==> src/design/gdi_pkg.sv <==
`timescale 1ns / 1ps
// ----------------------------------------------------------------------------
// gdi_pkg: shared types and tables of the date information core
// Field widths, the entry moved between front and back, and the month tables.
// ----------------------------------------------------------------------------
package gdi_pkg;

	localparam int YEAR_W   = 14;
	localparam int MONTH_W  = 4;
	localparam int DAY_W    = 5;
	localparam int WDAY_W   = 3;
	localparam int MLEN_W   = 5;
	localparam int YDAYS_W  = 9;
	localparam int YS_W     = 15;
	localparam int Q4_W     = 13;
	localparam int Q100_W   = 8;
	localparam int MTERM_W  = 6;
	localparam int SUM_W    = 15;

	localparam int QUEUE_DEPTH_DEF = 4;

	localparam logic [MONTH_W-1:0] MONTH_JAN = 4'd1;
	localparam logic [MONTH_W-1:0] MONTH_FEB = 4'd2;
	localparam logic [MONTH_W-1:0] MONTH_DEC = 4'd12;

	localparam logic [WDAY_W-1:0] WD_SUN = 3'd0;
	localparam logic [WDAY_W-1:0] WD_SAT = 3'd6;

	// One classified date waiting for the weekday arithmetic.
	typedef struct packed {
		logic [YS_W-1:0]    ys;
		logic [Q4_W-1:0]    q4;
		logic [Q100_W-1:0]  q100;
		logic [MTERM_W-1:0] mterm;
		logic [DAY_W-1:0]   day;
		logic [MLEN_W-1:0]  mlen;
		logic [MLEN_W-1:0]  to_month;
		logic [YDAYS_W-1:0] to_year;
		logic               invalid;
	} gdi_entry_t;

	typedef struct packed {
		logic [Q100_W:0] q;
		logic [4:0]      r;
	} gdi_div25_t;

	// Division by 25 through a slightly low reciprocal and one correction step.
	function automatic gdi_div25_t div25(input logic [Q4_W-1:0] x);
		logic [Q4_W+11:0] prod;
		logic [Q100_W:0]  q;
		logic [Q4_W-1:0]  r;
		gdi_div25_t       res;
		prod = x * 12'd2621;
		q    = prod[Q4_W+11:16];
		r    = x - Q4_W'(q) * Q4_W'(25);
		if (r >= Q4_W'(25)) begin
			q = q + 1'b1;
			r = r - Q4_W'(25);
		end
		res.q = q;
		res.r = r[4:0];
		return res;
	endfunction

	// Length of a month in a common year, zero outside January to December.
	function automatic logic [MLEN_W-1:0] month_len_base(input logic [MONTH_W-1:0] m);
		case (m)
			4'd1, 4'd3, 4'd5, 4'd7, 4'd8, 4'd10, 4'd12: month_len_base = 5'd31;
			4'd4, 4'd6, 4'd9, 4'd11:                    month_len_base = 5'd30;
			4'd2:                                       month_len_base = 5'd28;
			default:                                    month_len_base = 5'd0;
		endcase
	endfunction

	// floor(2.6 * shifted_month - 0.2), where March counts as 1 and January and February count as 11 and 12.
	function automatic logic [MTERM_W-1:0] month_term(input logic [MONTH_W-1:0] m);
		case (m)
			4'd0:    month_term = 6'd25;
			4'd1:    month_term = 6'd28;
			4'd2:    month_term = 6'd31;
			4'd3:    month_term = 6'd2;
			4'd4:    month_term = 6'd5;
			4'd5:    month_term = 6'd7;
			4'd6:    month_term = 6'd10;
			4'd7:    month_term = 6'd12;
			4'd8:    month_term = 6'd15;
			4'd9:    month_term = 6'd18;
			4'd10:   month_term = 6'd20;
			4'd11:   month_term = 6'd23;
			4'd12:   month_term = 6'd25;
			4'd13:   month_term = 6'd28;
			4'd14:   month_term = 6'd31;
			default: month_term = 6'd33;
		endcase
	endfunction

	// Days in all months after the given one, common year.
	function automatic logic [YDAYS_W-1:0] days_after(input logic [MONTH_W-1:0] m);
		case (m)
			4'd1:    days_after = 9'd334;
			4'd2:    days_after = 9'd306;
			4'd3:    days_after = 9'd275;
			4'd4:    days_after = 9'd245;
			4'd5:    days_after = 9'd214;
			4'd6:    days_after = 9'd184;
			4'd7:    days_after = 9'd153;
			4'd8:    days_after = 9'd122;
			4'd9:    days_after = 9'd92;
			4'd10:   days_after = 9'd61;
			4'd11:   days_after = 9'd31;
			default: days_after = 9'd0;
		endcase
	endfunction

endpackage

==> src/design/gregorian_date_info_core.sv <==
`timescale 1ns / 1ps
// ----------------------------------------------------------------------------
// gregorian_date_info_core: Gregorian date information
// Day of week, weekend and business-day flags, month length and remaining
// days in the week, month and year for one date per beat.
// ----------------------------------------------------------------------------
// Usage:
// A date beat (year, month, day) enters when push is high and full is low.
// The front checks the date and writes it into a short queue in the same
// cycle; the back end takes the oldest queued date, sums the weekday terms
// in one stage and reduces modulo seven into the result register.
// A result beat is shown while empty is low and leaves when pop is high.
// An accepted date passes from the queue through the sum stage into the result register before empty goes low.
// Throughput is one date per cycle while the receiver pops, set by the two-stage back pipeline
// fed from the queue once per cycle.
// When the receiver stalls, the result holds, the back stages fill, and the
// queue absorbs QUEUE_DEPTH more dates before full rises.
// Reset empties the queue and the pipeline; no result is shown after it.
// An invalid date still reports the formula weekday, with zero remaining
// month and year days.
// ----------------------------------------------------------------------------
module gregorian_date_info_core import gdi_pkg::*; #(
	parameter int QUEUE_DEPTH = QUEUE_DEPTH_DEF
) (
	input  logic               clk,
	input  logic               arst_n,
	input  logic               push,
	output logic               full,
	input  logic [YEAR_W-1:0]  year,
	input  logic [MONTH_W-1:0] month,
	input  logic [DAY_W-1:0]   day,
	output logic               empty,
	input  logic               pop,
	output logic [WDAY_W-1:0]  weekday,
	output logic               end_of_week,
	output logic               weekend,
	output logic               business_day,
	output logic [WDAY_W-1:0]  to_week_end,
	output logic [MLEN_W-1:0]  month_length,
	output logic [MLEN_W-1:0]  to_month_end,
	output logic [YDAYS_W-1:0] to_year_end,
	output logic               date_invalid
);

	gdi_entry_t front_entry;
	gdi_entry_t queue_entry;
	logic       queue_valid;
	logic       back_take;

	gdi_front u_front (
		.year  (year),
		.month (month),
		.day   (day),
		.entry (front_entry)
	);

	gdi_queue #(
		.WIDTH ($bits(gdi_entry_t)),
		.DEPTH (QUEUE_DEPTH)
	) u_queue (
		.clk       (clk),
		.arst_n    (arst_n),
		.wr_en     (push && !full),
		.wr_data   (front_entry),
		.full      (full),
		.rd_en     (back_take && queue_valid),
		.rd_data   (queue_entry),
		.not_empty (queue_valid)
	);

	gdi_back u_back (
		.clk          (clk),
		.arst_n       (arst_n),
		.entry        (queue_entry),
		.entry_valid  (queue_valid),
		.take         (back_take),
		.pop          (pop),
		.empty        (empty),
		.weekday      (weekday),
		.end_of_week  (end_of_week),
		.weekend      (weekend),
		.business_day (business_day),
		.to_week_end  (to_week_end),
		.month_length (month_length),
		.to_month_end (to_month_end),
		.to_year_end  (to_year_end),
		.date_invalid (date_invalid)
	);

endmodule

==> src/design/gdi_front.sv <==
`timescale 1ns / 1ps
// ----------------------------------------------------------------------------
// gdi_front: date classification
// Checks the date, finds the month length and remaining days, and prepares
// the year terms of the weekday formula.
// ----------------------------------------------------------------------------
module gdi_front import gdi_pkg::*; (
	input  logic [YEAR_W-1:0]  year,
	input  logic [MONTH_W-1:0] month,
	input  logic [DAY_W-1:0]   day,
	output gdi_entry_t         entry
);

	logic               early;
	logic [YS_W-1:0]    ys;
	logic [Q4_W-1:0]    ys_q4;
	gdi_div25_t         ys_d;
	gdi_div25_t         y_d;
	logic               div4;
	logic               div100;
	logic               div400;
	logic               leap;
	logic [MLEN_W-1:0]  mlen;
	logic               invalid;
	logic [MLEN_W-1:0]  to_month;
	logic [YDAYS_W-1:0] to_year;

	always_comb begin
		early = (month <= MONTH_FEB);
		// Shifting by 400 years keeps the weekday and keeps the value positive.
		ys    = YS_W'(year) + YS_W'(400) - YS_W'(early);
		ys_q4 = ys[YS_W-1:2];
		ys_d  = div25(ys_q4);

		y_d    = div25(Q4_W'(year[YEAR_W-1:2]));
		div4   = (year[1:0] == 2'b00);
		div100 = div4 && (y_d.r == 5'd0);
		div400 = div100 && (y_d.q[1:0] == 2'b00);
		leap   = div400 || (div4 && !div100);

		mlen = month_len_base(month) + MLEN_W'(leap && (month == MONTH_FEB));
		invalid = (mlen == '0) || (day == '0) || (day > mlen);

		to_month = invalid ? '0 : (mlen - day);
		to_year  = invalid ? '0 : (YDAYS_W'(to_month) + days_after(month)
		                           + YDAYS_W'(leap && (month == MONTH_JAN)));

		entry.ys       = ys;
		entry.q4       = ys_q4;
		entry.q100     = ys_d.q[Q100_W-1:0];
		entry.mterm    = month_term(month);
		entry.day      = day;
		entry.mlen     = mlen;
		entry.to_month = to_month;
		entry.to_year  = to_year;
		entry.invalid  = invalid;
	end

endmodule

==> src/design/gdi_queue.sv <==
`timescale 1ns / 1ps
// ----------------------------------------------------------------------------
// gdi_queue: short first-in first-out queue
// Decouples the classification front from the weekday back end.
// ----------------------------------------------------------------------------
module gdi_queue #(
	parameter int WIDTH = 8,
	parameter int DEPTH = 4
) (
	input  logic             clk,
	input  logic             arst_n,
	input  logic             wr_en,
	input  logic [WIDTH-1:0] wr_data,
	output logic             full,
	input  logic             rd_en,
	output logic [WIDTH-1:0] rd_data,
	output logic             not_empty
);

	localparam int AW = (DEPTH > 1) ? $clog2(DEPTH) : 1;
	localparam int CW = $clog2(DEPTH + 1);
	localparam logic [AW-1:0] LAST = AW'(DEPTH - 1);

	logic [WIDTH-1:0] slots_q [DEPTH];
	logic [AW-1:0]    wr_ptr_q;
	logic [AW-1:0]    rd_ptr_q;
	logic [CW-1:0]    count_q;

	assign full      = (count_q == CW'(DEPTH));
	assign not_empty = (count_q != '0);
	assign rd_data   = slots_q[rd_ptr_q];

	always_ff @(posedge clk) begin
		if (wr_en) begin
			slots_q[wr_ptr_q] <= wr_data;
		end
	end

	always_ff @(posedge clk or negedge arst_n) begin
		if (!arst_n) begin
			wr_ptr_q <= '0;
			rd_ptr_q <= '0;
			count_q  <= '0;
		end else begin
			if (wr_en) begin
				wr_ptr_q <= (wr_ptr_q == LAST) ? '0 : wr_ptr_q + 1'b1;
			end
			if (rd_en) begin
				rd_ptr_q <= (rd_ptr_q == LAST) ? '0 : rd_ptr_q + 1'b1;
			end
			case ({wr_en, rd_en})
				2'b10:   count_q <= count_q + 1'b1;
				2'b01:   count_q <= count_q - 1'b1;
				default: count_q <= count_q;
			endcase
		end
	end

endmodule

==> src/design/gdi_back.sv <==
`timescale 1ns / 1ps
// ----------------------------------------------------------------------------
// gdi_back: weekday pipeline
// Sums the formula terms, reduces modulo seven and holds the result beat.
// ----------------------------------------------------------------------------
module gdi_back import gdi_pkg::*; (
	input  logic               clk,
	input  logic               arst_n,
	input  gdi_entry_t         entry,
	input  logic               entry_valid,
	output logic               take,
	input  logic               pop,
	output logic               empty,
	output logic [WDAY_W-1:0]  weekday,
	output logic               end_of_week,
	output logic               weekend,
	output logic               business_day,
	output logic [WDAY_W-1:0]  to_week_end,
	output logic [MLEN_W-1:0]  month_length,
	output logic [MLEN_W-1:0]  to_month_end,
	output logic [YDAYS_W-1:0] to_year_end,
	output logic               date_invalid
);

	logic               valid_s1;
	logic [SUM_W-1:0]   sum_s1;
	logic [MLEN_W-1:0]  mlen_s1;
	logic [MLEN_W-1:0]  to_month_s1;
	logic [YDAYS_W-1:0] to_year_s1;
	logic               invalid_s1;
	logic               valid_s2;
	logic               adv1;
	logic               adv2;
	logic [SUM_W-1:0]   sum;
	logic [SUM_W+13:0]  prod;
	logic [SUM_W-1:0]   q7;
	logic [SUM_W-1:0]   rem;
	logic [WDAY_W-1:0]  wd;

	assign adv2  = !valid_s2 || pop;
	assign adv1  = !valid_s1 || adv2;
	assign take  = adv1;
	assign empty = !valid_s2;

	// The subtraction cannot go negative because ys/4 is never below ys/100.
	assign sum = SUM_W'(entry.day) + entry.ys + SUM_W'(entry.q4)
	           + SUM_W'(entry.q100[Q100_W-1:2]) + SUM_W'(entry.mterm)
	           - SUM_W'(entry.q100);

	always_comb begin
		// The reciprocal is slightly low, so the remainder needs at most one fix.
		prod = sum_s1 * 14'd9362;
		q7   = SUM_W'(prod[SUM_W+13:16]);
		rem  = sum_s1 - SUM_W'(q7 * 3'd7);
		if (rem >= SUM_W'(7)) begin
			rem = rem - SUM_W'(7);
		end
		wd = rem[WDAY_W-1:0];
	end

	always_ff @(posedge clk or negedge arst_n) begin
		if (!arst_n) begin
			valid_s1 <= 1'b0;
			valid_s2 <= 1'b0;
		end else begin
			if (adv1) begin
				valid_s1 <= entry_valid;
			end
			if (adv2) begin
				valid_s2 <= valid_s1;
			end
		end
	end

	always_ff @(posedge clk) begin
		if (adv1 && entry_valid) begin
			sum_s1      <= sum;
			mlen_s1     <= entry.mlen;
			to_month_s1 <= entry.to_month;
			to_year_s1  <= entry.to_year;
			invalid_s1  <= entry.invalid;
		end
		if (adv2 && valid_s1) begin
			weekday      <= wd;
			end_of_week  <= (wd == WD_SAT);
			weekend      <= (wd == WD_SAT) || (wd == WD_SUN);
			business_day <= !((wd == WD_SAT) || (wd == WD_SUN));
			to_week_end  <= WD_SAT - wd;
			month_length <= mlen_s1;
			to_month_end <= to_month_s1;
			to_year_end  <= to_year_s1;
			date_invalid <= invalid_s1;
		end
	end

endmodule

==> config.mk <==
export PLATFORM = sky130hd
export DESIGN_NAME = gregorian_date_info_core
export DESIGN_NICKNAME = d
export VERILOG_FILES = /design/src/design/gdi_pkg.sv /design/src/design/gregorian_date_info_core.sv /design/src/design/gdi_front.sv /design/src/design/gdi_queue.sv /design/src/design/gdi_back.sv
export SDC_FILE = /design/constraint.sdc
export NUM_CORES = 1
export LEC_CHECK = 0
export ABC_AREA = 1
export BUFFER_PORTS_ARGS = -buffer_cell sky130_fd_sc_hd__buf_2
export CAP_MARGIN = 20
export CORE_MARGIN = 3
export CORE_UTILIZATION = 45
export DETAILED_ROUTE_END_ITERATION = 6
export PLACE_DENSITY = 0.71
export SYNTH_ARGS = -nofsm -noshare
export SYNTH_HDL_FRONTEND = slang
export SYNTH_SLANG_ARGS = --single-unit
==> constraint.sdc <==
create_clock -name clk -period 8.4 [get_ports clk]
set_input_delay 0.84 -clock clk [delete_from_list [all_inputs] [get_ports clk]]
set_output_delay 0.84 -clock clk [all_outputs]
set_load 0.01 [all_outputs]
==> results.toml <==
[status]
status = "complete, but fails checks"
violations = "setup timing"

[critical_path]
critical_path_class = "in -> reg"
slowest_stage = "fa_1"
cp_max_fo = 5
reg2reg_setup_slack_ps = 300
r2r.worst_path.cells = 42
critPathMostFrequentCell = "buf_4"
critPathRequiredTime_ps = 8690
slowest_delay_ps = 570
critPathCaptureType = "register"
r2r_end = "u_back.weekend$_DFFE_PP_"
reg2reg_from = "u_back.sum_s1[2]$_DFFE_PP_"
worstSetupStartpointType = "primary input"
cp_data_arrival_time_ps = 11450

[logic_synthesis]
synth.distinct_cells = 59
ys_ff_latch = 288
synth_cells = 2543
synth_area_um2 = 25330
seq_area_frac_synth_pct = 33.96
async_flop_share_pct = 3.125
synth.net_count = 3162
synth_area_per_cell_um2 = 9.962
ys_warn_count = 0
synthFlopType = "edfxtp_1"
synth_edf_count = 279

[hold_path]
hp-class = "in -> async"

[timing]
post-route-period-util_pct = 132.9
skew_ps = 19.33
setup_violations = 108
drv_slew = 0
hold_violations = 0
relSlewSlack_pct = 42.10
rsz0062_at_grt = "true"
period_minus_slack_ps = 11160
worst_pin_slew_ps = 868.6
worst_slack_ps = -2764
fmax_ghz = 0.08957

[routing]
wl_per_cell_um = 15.58
drtPass1Iterations = 6
drtAntennaViolNets = 0
drt_iter0_markers = 984
drt-total-wl_mm = 59.23
drc = 0
num_vias = 19064
routed_via_density = 5.016

[layout]
final_cells = 3801
nets = 3649
layout-drive-gt1-share_pct = 25.93
mostFrequentLayoutCells = "523 x inv_1, 421 x buf_4, 352 x ha_1"
syn2layout_area_growth_pct = 26.47
utilization_pct = 57.82
final_common_cell = "inv_1"

[global_route]
grt_pass1_wl_mm = 97.23
grt_max_degree = 73
overflow = 0
first_global_vias = 20354
antenna_found_initial = 3
grtUsageTotal_pct = 19.79

[clock_tree]
clk_pin_slew_ps = 60
h-tree-depth = 1
holdBufCountCts = 0
clk_latency_ps = 550
cts_inserted_buffers = 27
clockBufferDepth = 3
cts-root-buf = "clkbuf_16"
tritoncts = "done"
clock-sinks = 288

[floorplan]
rows = 86
die_h_um = 243.3
core-area_um2 = 55420
initial_core_util_pct = 45.72
die_area_um2 = 59180
die_w_um = 243.3
ioPinCount = 58

[placed_design]
portBuffers = 57
dpl.cell_count = 3670
dp_hpwl_mm = 45.01
place.gp.congestion = 0.9154

[run]
drv_cap = 0
==> worst max-delay path: cells and delay by family <==
| kind | cells | cell delay, ps |
|---|---|---|
| buffers and inverters | 23 | 2420 |
| adder cells (fa/ha/maj) | 12 | 4050 |
| XOR/XNOR | 1 | 190 |
| AND/OR/NAND/NOR | 32 | 3220 |
| AO/OA/AOI/OAI | 6 | 700 |
==> area by class of cell <==
type	instances	area (um2)
flip-flops and latches	288	8607
clock buffers	38	737.0
clock inverters	12	162.7
fillers	4519	23380
inverters	559	2130
repair buffers	497	3732
multi-input cells	1657	15730
diodes	2	5.005
well taps	748	935.9
==> layer usage <==
| layer | part of all wire, % | routed length [um] | global-route usage [%] |
|---|---|---|---|
| met1 | 42 | 24750 | 24.54 |
| met2 | 52 | 30810 | 36.55 |
| met3 | 3.6 | 2123 | 1.992 |
| met4 | 2.6 | 1517 | 5.554 |
| met5 | 0.046 | 27 | 0 |
==> cell usage after synthesis, drive strengths merged, types with 2 or more instances <==
master | instances | area, um2
clkbuf | 33 | 123.9
and2 | 4 | 25.02
fa | 191 | 3824
a21o | 4 | 30.03
nor4 | 2 | 12.51
or2 | 3 | 18.77
o22ai | 28 | 175.2
xnor2 | 30 | 270.3
a32oi | 7 | 61.31
nand3b | 4 | 30.03
nor3b | 6 | 45.04
nand4 | 24 | 156.4
a211oi | 6 | 45.04
o21bai | 7 | 52.55
o21a | 2 | 15.01
xor2 | 72 | 668.1
nand2 | 348 | 1351
a22oi | 2 | 15.01
o31ai | 3 | 36.28
o211ai | 3 | 22.52
inv | 559 | 2098
o21ai | 100 | 511.7
ha | 401 | 5017
a21boi | 5 | 41.28
dfrtp | 9 | 225.2
nor3 | 18 | 95.09
buf | 6 | 27.52
a32o | 22 | 220.2
a21oi | 126 | 653.1
nand3 | 71 | 382.9
nor2 | 154 | 593.1
a31oi | 5 | 31.28
edfxtp | 279 | 8378
a221oi | 3 | 26.28
==> flip-flops by register name (all words and copies together), names as in the netlist, 2 cells and up <==
name	cells
u_back.to_month_end	5
u_back.to_month_s1	5
u_queue.slots_q	216
u_back.to_week_end	3
u_queue.wr_ptr_q	2
u_queue.count_q	3
u_back.month_length	5
u_back.to_year_s1	9
u_back.to_year_end	9
u_back.sum_s1	15
u_queue.rd_ptr_q	2
u_back.weekday	2
u_back.mlen_s1	5
==> worst max-delay path by stage <==
stage | end | depth (start not counted) | startpoint | slack, ps
after global routing | u_queue.slots_q[1][8]$_DFFE_PP_ | 72 | year[10] | -3370
after global placement | u_queue.slots_q[0][6]$_DFFE_PP_ | 72 | year[11] | -3250
after detailed placement | u_queue.slots_q[2][9]$_DFFE_PP_ | 73 | year[10] | -3530
after CTS | u_queue.slots_q[1][8]$_DFFE_PP_ | 74 | year[8] | -2700
after floorplan | u_queue.slots_q[0][8]$_DFFE_PP_ | 73 | year[8] | -2770
final | u_queue.slots_q[1][8]$_DFFE_PP_ | 74 | year[11] | -2760
==> logic make-up after synthesis <==
kind of cell / after synthesis / synth area share, %
AOI/OAI and AO/OA: 328 / 7.823
xor gates and xnor gates: 102 / 3.704
adders and majority gates: 592 / 34.90
buffers and inverters: 598 / 8.880
DFF: 288 / 33.96
muxes: 1 / 0.03951
and+or+nand+nor: 634 / 10.70
==> through the flow <==
step | hold WS (ps) | setup TNS [ps] | worst slack, ps | cell area [um2]
after floorplan | 400.3 | -185740 | -2770 | 25680
after global placement | 401.8 | -250500 | -3254 | 29500
after detailed placement | 405.6 | -275750 | -3532 | 29500
after CTS | 114.3 | -179100 | -2702 | 31430
after global routing | 135.0 | -235400 | -3371 | 32040
final | 125.2 | -181650 | -2764 | 32040
==> repair_timing <==
action | CTS | global route
buffers inserted | 67 | 21
gates resized for setup | 120 | 106
endpoints found under the setup margin | 112 | 120
pin swaps | 126 | 100
Power is not shown: default switching activity piles up to over one toggle a cycle in this logic, so the estimate is an artifact.
